$ cat src/sv/smc_pkg.sv
`default_nettype none

package smc_pkg;

    localparam int unsigned HIST_W   = 64;
    localparam int unsigned SAMPLE_W = 16;
    localparam int unsigned LEN_W    = 7;
    localparam int unsigned THR_W    = 6;
    localparam int unsigned CFG_IDX_W = 3;
    localparam int unsigned LANES    = HIST_W / 8;
    localparam int unsigned LANE_CNT_W = 4;

    localparam logic [HIST_W-1:0] MARKER_RESET  = 64'h0347_76C7_2728_95B0;
    localparam logic [HIST_W-1:0] ROTATED_RESET = 64'hA921_1361_B1BE_C0DA;
    localparam logic [HIST_W-1:0] MASK_ALL      = {HIST_W{1'b1}};
    localparam logic [LEN_W-1:0]  LEN_MAX       = LEN_W'(HIST_W);

    typedef enum logic [CFG_IDX_W-1:0] {
        REG_ROTATION_MODE  = 3'd0,
        REG_MARKER_LENGTH  = 3'd1,
        REG_THRESHOLD      = 3'd2,
        REG_MARKER_WORD    = 3'd3,
        REG_ROTATED_WORD   = 3'd4
    } cfg_reg_t;

    typedef struct packed {
        logic                rotation_mode;
        logic [LEN_W-1:0]    eff_len;
        logic [THR_W-1:0]    threshold;
        logic [HIST_W-1:0]   mask;
        logic [HIST_W-1:0]   marker;
        logic [HIST_W-1:0]   rotated;
    } cfg_t;

    typedef struct packed {
        logic s1;
        logic s2;
        logic s3;
    } load_t;

    typedef struct packed {
        logic signed [SAMPLE_W-1:0] sample;
        logic [HIST_W-1:0]          diff;
        logic [HIST_W-1:0]          diff90;
        logic                       filling;
    } stage1_t;

    typedef struct packed {
        logic signed [SAMPLE_W-1:0]           sample;
        logic [LANES-1:0][LANE_CNT_W-1:0]     part;
        logic [LANES-1:0][LANE_CNT_W-1:0]     part90;
        logic                                 filling;
    } stage2_t;

    function automatic logic [LANE_CNT_W-1:0] ones8(input logic [7:0] v);
        logic [LANE_CNT_W-1:0] n;
        n = '0;
        for (int i = 0; i < 8; i++)
        begin
            n = n + LANE_CNT_W'(v[i]);
        end
        return n;
    endfunction

    // match, or inverted match; evaluated without wrap
    function automatic logic meets_rule(input logic [LEN_W-1:0] cnt,
                                        input logic [THR_W-1:0] thr,
                                        input logic [LEN_W-1:0] len);
        logic [LEN_W:0] total;
        total = {1'b0, cnt} + (LEN_W+1)'(thr);
        return (cnt <= LEN_W'(thr)) || (total >= (LEN_W+1)'(len));
    endfunction

endpackage

`default_nettype wire

$ cat src/sv/smc_sample_if.sv
`default_nettype none

interface smc_sample_if;
    logic                                  valid;
    logic                                  ready;
    logic signed [smc_pkg::SAMPLE_W-1:0]   sample;

    modport source (output valid, output sample, input ready);
    modport sink   (input valid, input sample, output ready);
endinterface

`default_nettype wire

$ cat src/sv/smc_result_if.sv
`default_nettype none

interface smc_result_if;
    logic                                  valid;
    logic                                  ready;
    logic signed [smc_pkg::SAMPLE_W-1:0]   sample_out;
    logic                                  marker_found;
    logic [smc_pkg::LEN_W-1:0]             mismatch_count;

    modport source (output valid, output sample_out, output marker_found,
                    output mismatch_count, input ready);
    modport sink   (input valid, input sample_out, input marker_found,
                    input mismatch_count, output ready);
endinterface

`default_nettype wire

$ cat src/sv/smc_cfg_if.sv
`default_nettype none

interface smc_cfg_if;
    logic                              valid;
    logic                              ready;
    logic [smc_pkg::CFG_IDX_W-1:0]     index;
    logic [smc_pkg::HIST_W-1:0]        data;

    modport source (output valid, output index, output data, input ready);
    modport sink   (input valid, input index, input data, output ready);
endinterface

`default_nettype wire

$ cat src/sv/smc_cfg.sv
`default_nettype none

module smc_cfg (
    input  wire logic        clk,
    input  wire logic        rst_n,
    smc_cfg_if.sink          cfg,
    output smc_pkg::cfg_t    regs
);
    import smc_pkg::*;

    cfg_t             cfg_reg;
    cfg_t             cfg_next;
    logic [LEN_W-1:0] len_clamped;

    assign cfg.ready = 1'b1;
    assign regs      = cfg_reg;

    always_comb
    begin
        if (cfg.data[LEN_W-1:0] == '0)
            len_clamped = LEN_W'(1);
        else if (cfg.data[LEN_W-1:0] > LEN_MAX)
            len_clamped = LEN_MAX;
        else
            len_clamped = cfg.data[LEN_W-1:0];
    end

    always_comb
    begin
        cfg_next = cfg_reg;
        if (cfg.valid)
        begin
            case (cfg.index)
                REG_ROTATION_MODE: cfg_next.rotation_mode = cfg.data[0];
                REG_MARKER_LENGTH:
                begin
                    cfg_next.eff_len = len_clamped;
                    cfg_next.mask    = MASK_ALL >> (LEN_MAX - len_clamped);
                end
                REG_THRESHOLD:     cfg_next.threshold = cfg.data[THR_W-1:0];
                REG_MARKER_WORD:   cfg_next.marker    = cfg.data;
                REG_ROTATED_WORD:  cfg_next.rotated   = cfg.data;
                default:           cfg_next = cfg_reg;
            endcase
        end
    end

    always_ff @(posedge clk or negedge rst_n)
    begin
        if (!rst_n)
        begin
            cfg_reg.rotation_mode <= 1'b0;
            cfg_reg.eff_len       <= LEN_MAX;
            cfg_reg.threshold     <= '0;
            cfg_reg.mask          <= MASK_ALL;
            cfg_reg.marker        <= MARKER_RESET;
            cfg_reg.rotated       <= ROTATED_RESET;
        end
        else
        begin
            cfg_reg <= cfg_next;
        end
    end

endmodule

`default_nettype wire

$ cat src/sv/smc_front.sv
`default_nettype none

module smc_front (
    input  wire logic                             clk,
    input  wire logic                             rst_n,
    input  wire logic                             load,
    input  wire logic signed [smc_pkg::SAMPLE_W-1:0] sample,
    input  smc_pkg::cfg_t                         regs,
    output smc_pkg::stage1_t                      stage
);
    import smc_pkg::*;

    logic [HIST_W-1:0] history_reg;
    logic [HIST_W-1:0] history_next;
    logic [LEN_W-1:0]  fill_reg;
    logic [LEN_W-1:0]  fill_next;
    logic              filling;
    stage1_t           stage_reg;

    assign filling = fill_reg < regs.eff_len;
    assign stage   = stage_reg;

    always_comb
    begin
        history_next = history_reg;
        fill_next    = fill_reg;
        if (load)
        begin
            // sign clear means zero or positive, sliced to one
            history_next = {history_reg[HIST_W-2:0], ~sample[SAMPLE_W-1]};
            if (filling)
                fill_next = fill_reg + LEN_W'(1);
        end
    end

    always_ff @(posedge clk or negedge rst_n)
    begin
        if (!rst_n)
        begin
            history_reg <= '0;
            fill_reg    <= '0;
        end
        else
        begin
            history_reg <= history_next;
            fill_reg    <= fill_next;
        end
    end

    // compare against the history as it stood before this bit
    always_ff @(posedge clk)
    begin
        if (load)
        begin
            stage_reg.sample  <= sample;
            stage_reg.diff    <= (history_reg ^ regs.marker) & regs.mask;
            stage_reg.diff90  <= (history_reg ^ regs.rotated) & regs.mask;
            stage_reg.filling <= filling;
        end
    end

endmodule

`default_nettype wire

$ cat src/sv/smc_count.sv
`default_nettype none

module smc_count (
    input  wire logic                 clk,
    input  smc_pkg::load_t            load,
    input  smc_pkg::stage1_t          stage,
    input  smc_pkg::cfg_t             regs,
    output logic signed [smc_pkg::SAMPLE_W-1:0] sample_out,
    output logic                      marker_found,
    output logic [smc_pkg::LEN_W-1:0] mismatch_count
);
    import smc_pkg::*;

    stage2_t                 s2_reg;
    stage2_t                 s2_next;
    logic [LEN_W-1:0]        sum;
    logic [LEN_W-1:0]        sum90;
    logic [LEN_W-1:0]        cnt;
    logic [LEN_W-1:0]        cnt90;
    logic [LEN_W-1:0]        fill_cnt;
    logic                    found;

    logic signed [SAMPLE_W-1:0] sample_reg;
    logic                       found_reg;
    logic [LEN_W-1:0]           count_reg;

    always_comb
    begin
        s2_next.sample  = stage.sample;
        s2_next.filling = stage.filling;
        for (int i = 0; i < LANES; i++)
        begin
            s2_next.part[i]   = ones8(stage.diff[i*8 +: 8]);
            s2_next.part90[i] = ones8(stage.diff90[i*8 +: 8]);
        end
    end

    always_ff @(posedge clk)
    begin
        if (load.s2)
            s2_reg <= s2_next;
    end

    always_comb
    begin
        sum   = '0;
        sum90 = '0;
        for (int i = 0; i < LANES; i++)
        begin
            sum   = sum + LEN_W'(s2_reg.part[i]);
            sum90 = sum90 + LEN_W'(s2_reg.part90[i]);
        end
    end

    // while the history fills, both counts read threshold plus one
    assign fill_cnt = LEN_W'(regs.threshold) + LEN_W'(1);
    assign cnt      = s2_reg.filling ? fill_cnt : sum;
    assign cnt90    = s2_reg.filling ? fill_cnt : sum90;
    assign found    = meets_rule(cnt, regs.threshold, regs.eff_len)
                   || (regs.rotation_mode && meets_rule(cnt90, regs.threshold, regs.eff_len));

    always_ff @(posedge clk)
    begin
        if (load.s3)
        begin
            sample_reg <= s2_reg.sample;
            found_reg  <= found;
            count_reg  <= cnt;
        end
    end

    assign sample_out     = sample_reg;
    assign marker_found   = found_reg;
    assign mismatch_count = count_reg;

endmodule

`default_nettype wire

$ cat src/sv/sync_marker_correlator.sv
// A sample beat accepted into the slice register moves on to the popcount register and then
// to the result register, where it is offered as a result beat; a full stage ahead can hold it.
// Throughput: one sample per cycle through three register stages (slice and xor, per-byte
// popcount, sum and match rules); input stalls only when all three stages hold a beat and
// the result beat is not taken.
// Reset: clears bit history, fill count, stage valids and loads default config.
`default_nettype none

module sync_marker_correlator (
    input  wire logic     clk,
    input  wire logic     rst_n,
    smc_sample_if.sink    symbols,
    smc_result_if.source  results,
    smc_cfg_if.sink       cfg
);
    import smc_pkg::*;

    cfg_t    regs;
    stage1_t stage1;
    load_t   load;

    logic v1_reg, v2_reg, v3_reg;
    logic v1_next, v2_next, v3_next;
    logic rdy1, rdy2, rdy3;

    assign rdy3 = !v3_reg || results.ready;
    assign rdy2 = !v2_reg || rdy3;
    assign rdy1 = !v1_reg || rdy2;

    assign load.s1 = symbols.valid && rdy1;
    assign load.s2 = v1_reg && rdy2;
    assign load.s3 = v2_reg && rdy3;

    assign v1_next = rdy1 ? symbols.valid : v1_reg;
    assign v2_next = rdy2 ? v1_reg : v2_reg;
    assign v3_next = rdy3 ? v2_reg : v3_reg;

    always_ff @(posedge clk or negedge rst_n)
    begin
        if (!rst_n)
        begin
            v1_reg <= 1'b0;
            v2_reg <= 1'b0;
            v3_reg <= 1'b0;
        end
        else
        begin
            v1_reg <= v1_next;
            v2_reg <= v2_next;
            v3_reg <= v3_next;
        end
    end

    assign symbols.ready = rdy1;
    assign results.valid = v3_reg;

    smc_cfg u_cfg (
        .clk   (clk),
        .rst_n (rst_n),
        .cfg   (cfg),
        .regs  (regs)
    );

    smc_front u_front (
        .clk    (clk),
        .rst_n  (rst_n),
        .load   (load.s1),
        .sample (symbols.sample),
        .regs   (regs),
        .stage  (stage1)
    );

    smc_count u_count (
        .clk            (clk),
        .load           (load),
        .stage          (stage1),
        .regs           (regs),
        .sample_out     (results.sample_out),
        .marker_found   (results.marker_found),
        .mismatch_count (results.mismatch_count)
    );

    a_count_range: assert property (@(posedge clk) disable iff (!rst_n)
        results.valid |-> results.mismatch_count <= LEN_MAX)
        else $error("mismatch count above marker width");

    a_full_stall: assert property (@(posedge clk) disable iff (!rst_n)
        (v1_reg && v2_reg && v3_reg && !results.ready) |-> !symbols.ready)
        else $error("sample beat taken into a full pipeline");

    a_out_hold: assert property (@(posedge clk) disable iff (!rst_n)
        (v3_reg && !results.ready) |-> !load.s3)
        else $error("result register overwritten while stalled");

    a_drain: assert property (@(posedge clk) disable iff (!rst_n)
        (v2_reg && rdy3) |=> v3_reg)
        else $error("result lost between count stages");

endmodule

`default_nettype wire

$ cat src/flat_wrapper.sv
// flat-port wrapper written by rule: the top's interface ports become plain ports
module sync_marker_correlator_flat import smc_pkg::*;
  (clk, rst_n, symbols_valid, symbols_sample, symbols_ready, results_valid, results_sample_out, results_marker_found, results_mismatch_count, results_ready, cfg_valid, cfg_index, cfg_data, cfg_ready);
  smc_sample_if symbols_i ();
  smc_result_if results_i ();
  smc_cfg_if cfg_i ();
  input  wire logic clk;
  input  wire logic rst_n;
  input wire logic [$bits(symbols_i.valid)-1:0] symbols_valid;
  input wire logic [$bits(symbols_i.sample)-1:0] symbols_sample;
  output wire logic [$bits(symbols_i.ready)-1:0] symbols_ready;
  output wire logic [$bits(results_i.valid)-1:0] results_valid;
  output wire logic [$bits(results_i.sample_out)-1:0] results_sample_out;
  output wire logic [$bits(results_i.marker_found)-1:0] results_marker_found;
  output wire logic [$bits(results_i.mismatch_count)-1:0] results_mismatch_count;
  input wire logic [$bits(results_i.ready)-1:0] results_ready;
  input wire logic [$bits(cfg_i.valid)-1:0] cfg_valid;
  input wire logic [$bits(cfg_i.index)-1:0] cfg_index;
  input wire logic [$bits(cfg_i.data)-1:0] cfg_data;
  output wire logic [$bits(cfg_i.ready)-1:0] cfg_ready;
  assign symbols_i.valid = symbols_valid;
  assign symbols_i.sample = symbols_sample;
  assign symbols_ready = symbols_i.ready;
  assign results_valid = results_i.valid;
  assign results_sample_out = results_i.sample_out;
  assign results_marker_found = results_i.marker_found;
  assign results_mismatch_count = results_i.mismatch_count;
  assign results_i.ready = results_ready;
  assign cfg_i.valid = cfg_valid;
  assign cfg_i.index = cfg_index;
  assign cfg_i.data = cfg_data;
  assign cfg_ready = cfg_i.ready;
  sync_marker_correlator u_core (.clk(clk), .rst_n(rst_n), .symbols(symbols_i), .results(results_i), .cfg(cfg_i));
endmodule
$ cat config.mk
export PLATFORM = sky130hd
export DESIGN_NAME = sync_marker_correlator_flat
export DESIGN_NICKNAME = d
export VERILOG_FILES = /design/src/sv/smc_pkg.sv /design/src/sv/smc_sample_if.sv /design/src/sv/smc_result_if.sv /design/src/sv/smc_cfg_if.sv /design/src/sv/smc_cfg.sv /design/src/sv/smc_front.sv /design/src/sv/smc_count.sv /design/src/sv/sync_marker_correlator.sv /design/src/flat_wrapper.sv
export SDC_FILE = /design/constraint.sdc
export NUM_CORES = 1
export LEC_CHECK = 0
export BUFFER_PORTS_ARGS = -buffer_cell sky130_fd_sc_hd__buf_2
export CORE_MARGIN = 5
export CORE_UTILIZATION = 62
export DETAILED_ROUTE_END_ITERATION = 10
export PLACE_DENSITY = 0.84
export SLEW_MARGIN = 25
export SYNTH_ARGS = -nofsm -noshare
export SYNTH_HDL_FRONTEND = slang
export SYNTH_SLANG_ARGS = --single-unit
export TNS_END_PERCENT = 50
$ cat constraint.sdc
create_clock -name clk -period 7.9 [get_ports clk]
set_input_delay 1.58 -clock clk [delete_from_list [all_inputs] [get_ports clk]]
set_output_delay 1.58 -clock clk [all_outputs]
set_load 0.05 [all_outputs]
# Word level (Yosys, flattened, before mapping)
# Cells that the tools add are included.
[totals]
mem_count = 0
word_cells = 208
romBits = 0
latch_bits = 0
input_bits = 88
ramBits = 0
reg_bits = 530
output_inout_bits = 27
[op_classes]
n_shift = 1
reduce_logical = 21
n_div = 0
mux = 4
eq_ne = 4
n_bitwise = 5
add_sub_neg = 131
mul = 0
n_lt_le_gt_ge = 6
[ops]
columns = ["cell", "n"]
rows = [
  ["$add A4 B1 Y4", 64],
  ["$and A64 B64 Y64", 2],
  ["$xor A64 B64 Y64", 2],
  ["$add A3 B1 Y4", 16],
  ["$shr A64 B7 Y64 const A", 1],
  ["$add A7 B4 Y7", 8],
  ["$add A2 B1 Y3", 16],
  ["$add A1 B1 Y2", 16],
  ["$mux W7", 4],
  ["$add A7 B6 Y8", 2],
  ["$ge A8 B7 Y1", 2],
  ["$add A6 B4 Y7", 2],
  ["$le A7 B6 Y1", 2],
  ["$add A5 B4 Y6", 2],
  ["$reduce_and A2 Y1", 6],
  ["$add A4 B4 Y5", 2],
  ["$add A6 B1 Y7 const B", 1],
  ["$add A7 B1 Y7 const B", 1],
  ["$gt A7 B7 Y1 const B", 1],
  ["$logic_not A7 Y1", 1],
  ["$lt A7 B7 Y1", 1],
  ["$sub A7 B7 Y7 const A", 1],
  ["$eq A3 B2 Y1 const B", 2],
  ["$logic_or A1 B1 Y1", 6],
  ["other kinds (6)", 11],
]

# Longest topological paths before layout
[logic_depth]
ltp_word = 13
depth_mapped = 24
ltp_nobuf = 24

# Hierarchy
# From an unflattened synthesis, not the netlist that was laid out.
[unflattened]
hier_cells = 1926
area_unflattened_um2 = 26417.8
[by_module_without_submodules]
columns = ["mod", "area_each_um2", "seq_area_each_um2", "n_inst", "cells_per_inst"]
rows = [
  ["smc_front", 9155.0, 6130.9, 1, 589],
  ["smc_count", 8887.3, 3153.0, 1, 771],
  ["smc_cfg", 8234.1, 5308.8, 1, 554],
  ["sync_marker_correlator", 141.4, 75.1, 1, 12],
]

# Least setup slack after synthesis
# OpenSTA, ideal clock, no wires.
[synth_timing]
path_type = "in2reg"
from = "input results_ready"
to = "register u_core.u_front.stage_reg (netlist bit u_core.u_front.stage[0]) (enable)"
t_arrival_ns = 6.451
cell_stages = 4
setup_ns = 0.566
n_path_buf = 1
setup_slack_ns = 0.883
t_required_ns = 7.334
path_cell_list = "nand4b_1 nand2_1 clkinv_1 clkbuf_1"
[synth_lines]
columns = ["item", "line_no", "source"]
rows = [
  ["start: declaration", "flat_wrapper.sv:16", "input wire logic [$bits(results_i.ready)-1:0] results_ready;"],
  ["end: declaration", "smc_front.sv:18", "stage1_t stage_reg;"],
]

# Worst setup path in the final report
[layout_timing]
from = "register u_core.u_count.s2_reg[36] (netlist bit)"
to = "register u_core.u_count.found_reg, in the netlist u_core.u_count.marker_found (data pin)"
[layout_between]
elab_chain_len = 12
elab_cells_between_ends = 13
classes_between = "add/sub: 8; order compare: 2; mux: 1; reduce/logical: 2"
[layout_lines]
columns = ["item", "line_no", "source"]
rows = [
  ["start: declaration", "smc_count.sv:14", "stage2_t s2_reg;"],
  ["start signal: assignment", "smc_count.sv:41", "s2_reg <= s2_next;"],
  ["$add A4 B4 Y5 *", "smc_count.sv:50", "sum = sum + LEN_W'(s2_reg.part[i]);"],
  ["$add A5 B4 Y6 *", "smc_count.sv:50", ""],
  ["$add A6 B4 Y7 *", "smc_count.sv:50", ""],
  ["$add A7 B4 Y7 * (4 in series)", "smc_count.sv:50", ""],
  ["$mux W7 *", "smc_count.sv:57", "assign cnt = s2_reg.filling ? fill_cnt : sum;"],
  ["net u_core.u_count.cnt[5]", "smc_count.sv:18", "logic [LEN_W-1:0] cnt;"],
  ["$add A7 B6 Y8", "smc_pkg.sv:70", "total = {1'b0, cnt} + (LEN_W+1)'(thr);"],
  ["$ge A8 B7 Y1", "smc_pkg.sv:71", "return (cnt <= LEN_W'(thr)) || (total >= (LEN_W+1)'(len));"],
  ["$logic_or A1 B1 Y1 *", "smc_pkg.sv:71", ""],
  ["$logic_or A1 B1 Y1 *", "smc_count.sv:60", "|| (regs.rotation_mode && meets_rule(cnt90, regs.threshold, regs.eff_len));"],
  ["net u_core.u_count.found", "smc_count.sv:21", "logic found;"],
  ["end signal: assignment", "smc_count.sv:67", "found_reg <= found;"],
  ["end: declaration", "smc_count.sv:24", "logic found_reg;"],
]
# Mark *: on every way through the listed nets, which the timed path passes. The rest lies on a longest branch.
# A chain may end at the register's enable or synchronous reset.

==> results.cfg <==
[cts]
numCtsBuffers = 54
cts_tree = done
clock_sinks = 530
htreeDepth = 2
cts.repair.resized = 0
cts.path.max_buffers = 3
cts-root-buf = clkbuf_16
clk_latency_ps = 600
clkTransAtPathRegs_ps = 60
cts_setup_buffers = 0
hold_buffers = 0

[synthesis]
syn-mean-instance-area_um2 = 12.7
synth-seq-cells = 530
ys_seq_area_share_pct = 55.9
synth_compound_gate_area_share_pct = 4.49
syn_area_um2 = 26200
synth-edff-count = 250
synthXorXnorAreaFrac_pct = 5.61
synth-async-reset-ratio_pct = 52.8
synth_cell_type_count = 62
syn-num-nets = 2377
synthAdderAreaFrac_pct = 14.1
synth_cells = 2061
ys.warnings.count = 0
ys.flop_type = edfxtp_1
synth_top_family_by_area = adder cells
synth_mux_area_share_pct = 5.71
synthSimpleGateAreaFrac_pct = 9.31

[global_route]
antenna_found_initial = 2
met2_usage_pct = 42.6
grt.busiest_layer = met2
grt_use_met3_pct = 3.42
grt_overflow_total = 0
grt_pass1_wl_um = 92700
grt_max_degree = 153
grt_usage_pct = 25.3
grt_pass1_vias = 16845
met1_usage_pct = 33.4

[place]
place.port_buffers = 113
hpwl_um = 39500
gp_congestion = 0.863

[outcome]
status = finished clean

[final_layout]
layout_commonest_cell = inv_1
final_cell_mix = inv_1, edfxtp_1, nand2_1
largest_reg_flops = 206
antenna_cells = 0
nets = 2504
area_growth_pct = 11.6
drive_above_1_share_pct = 21.5

[floorplanning]
io_pins = 115
core-area_um2 = 41900
dieWidth_um = 216
fp.dieH_um = 216
initial_utilization_pct = 62.7
dieArea_um2 = 46500
placementRows = 75

[drt]
drtPass1Iterations = 5
postRouteAntennaNets = 0
routed_wl_um = 57400
post-route-drc-count = 0
num_vias = 15580
drt_iter0_drc = 984
routed_via_density = 5.62
wl_per_cell_um = 20.7

[sta]
finalSetupViolations = 0
slew_headroom_pct = 23.4
hold_violations = 0
rsz0062_at_grt = false
fmax_ghz = 0.160
tns_ps = 0
finalCritPeriodShare_pct = 78.9
worst_pin_slew_ps = 1130
fin_crit_ps = 6240
skew_ps = 14.2
finalMaxSlewViolations = 0

[worst_setup_path]
arrival_ps = 6560
cp-start-kind = flop
cp_max_fo = 4
slowest_delay_ps = 550
crit_chain = inv_1, fa_1, fa_1, inv_1, fa_1, inv_1, fa_1, inv_1, ha_1, a21o_1, a21oi_1, xor2_1, o21ai_0, ha_1, nor3b_1, nor3_1, xnor2_1, ha_1, a211o_1, or4_1, o22ai_1, nand4_1
crit_type = flop to flop
end_kind = flop
crit_buf_inv = 4
required_ps = 8230
cpMaxStageDelayCell = fa_1
critical-path-top-delay-family = adder cells

[hold_path]
hp-class = flop to flop

[flow_run]
max_cap_viol_count = 0
[cells in the mapped netlist, drive strengths merged (11+ instances only)]
cell	count	area, um^2
xor2	140	1230
and2	131	820
nor3	16	91.3
fa	112	2240
inv	278	1040
a21o	11	82.6
dfstp	123	3230
dfrtp	157	3930
nand3	12	60.1
a21oi	45	225
ha	116	1450
o21ai	47	265
nor2	26	97.6
buf	15	76.3
a221o	17	170
xnor2	28	245
nor2b	27	169
a22o	23	201
mux2	132	1490
edfxtp	250	7510
clkbuf	39	146
nand2	246	923
[stage by stage]
step	hold WS, ps	instances	util, %	setup WS, ps	area (um^2)
after floorplan	400	2061	-	883	26200
after global placement	400	2668	65.4	1880	27400
after detailed placement	405	2668	65.4	1670	27400
after CTS	414	2769	69.7	1710	29200
after global routing	426	2772	69.9	1320	29300
final	412	2772	69.9	1660	29300
[path summary, 6_finish.rpt]
check	startpoint	to	slack [ps]	depth (start not counted)
worst max register to register	u_core.u_count.s2_reg[36]	u_core.u_count.marker_found	1660	22
worst min-delay path	u_core.u_count.s2_reg[71]	u_core.u_count.sample_out[6]	410	0
worst min register to register	u_core.u_count.s2_reg[71]	u_core.u_count.sample_out[6]	410	0
worst max-delay path	u_core.u_count.s2_reg[36]	u_core.u_count.marker_found	1660	22
min in group asynchronous	rst_n	u_core.results.valid	900	1
max in group asynchronous	rst_n	u_core.u_cfg.regs[86]	5400	3
[kinds of logic (layout without fill, tap and decap cells)]
| family | count (synthesis) | in the layout |
|---|---|---|
| other cells | 1 | 1 |
| compound gates | 172 | 172 |
| xor+xnor | 168 | 168 |
| buf+inv | 333 | 505 |
| flops | 530 | 530 |
| fa+ha+maj | 228 | 228 |
| simple gates | 496 | 496 |
| mux | 133 | 133 |
[worst register-to-register path: stages, from the launching register on]
cell and delay, ps:
edfxtp_1 350, inv_1 70, fa_1 520, fa_1 550
inv_1 50, fa_1 520, inv_1 50, fa_1 520
inv_1 70, ha_1 300, a21o_1 190, a21oi_1 170
xor2_1 80, o21ai_0 410, ha_1 380, nor3b_1 170
nor3_1 240, xnor2_1 110, ha_1 210, a211o_1 270
or4_1 460, o22ai_1 150, nand4_1 110
[final cells by class]
type | count | area (um^2)
clock buffers | 82 | 1600
clock inverters | 19 | 175
fillers | 2725 | 12600
inverters | 279 | 1050
multi-input cells | 1198 | 10300
flip-flops and latches | 530 | 14700
well taps | 539 | 674
repair buffers | 125 | 742
[metal layers]
layer / vias to the layer above / share of wire [%] / routed length [um]
li1: 7016 / - / -
met3: 134 / 5.0 / 2850
met1: 7980 / 41 / 23300
met2: 448 / 50 / 28700
met5: - / 0.012 / 7
met4: 2 / 4.5 / 2570
Power is not shown: default switching activity piles up to over one toggle a cycle in this logic, so the estimate is an artifact.
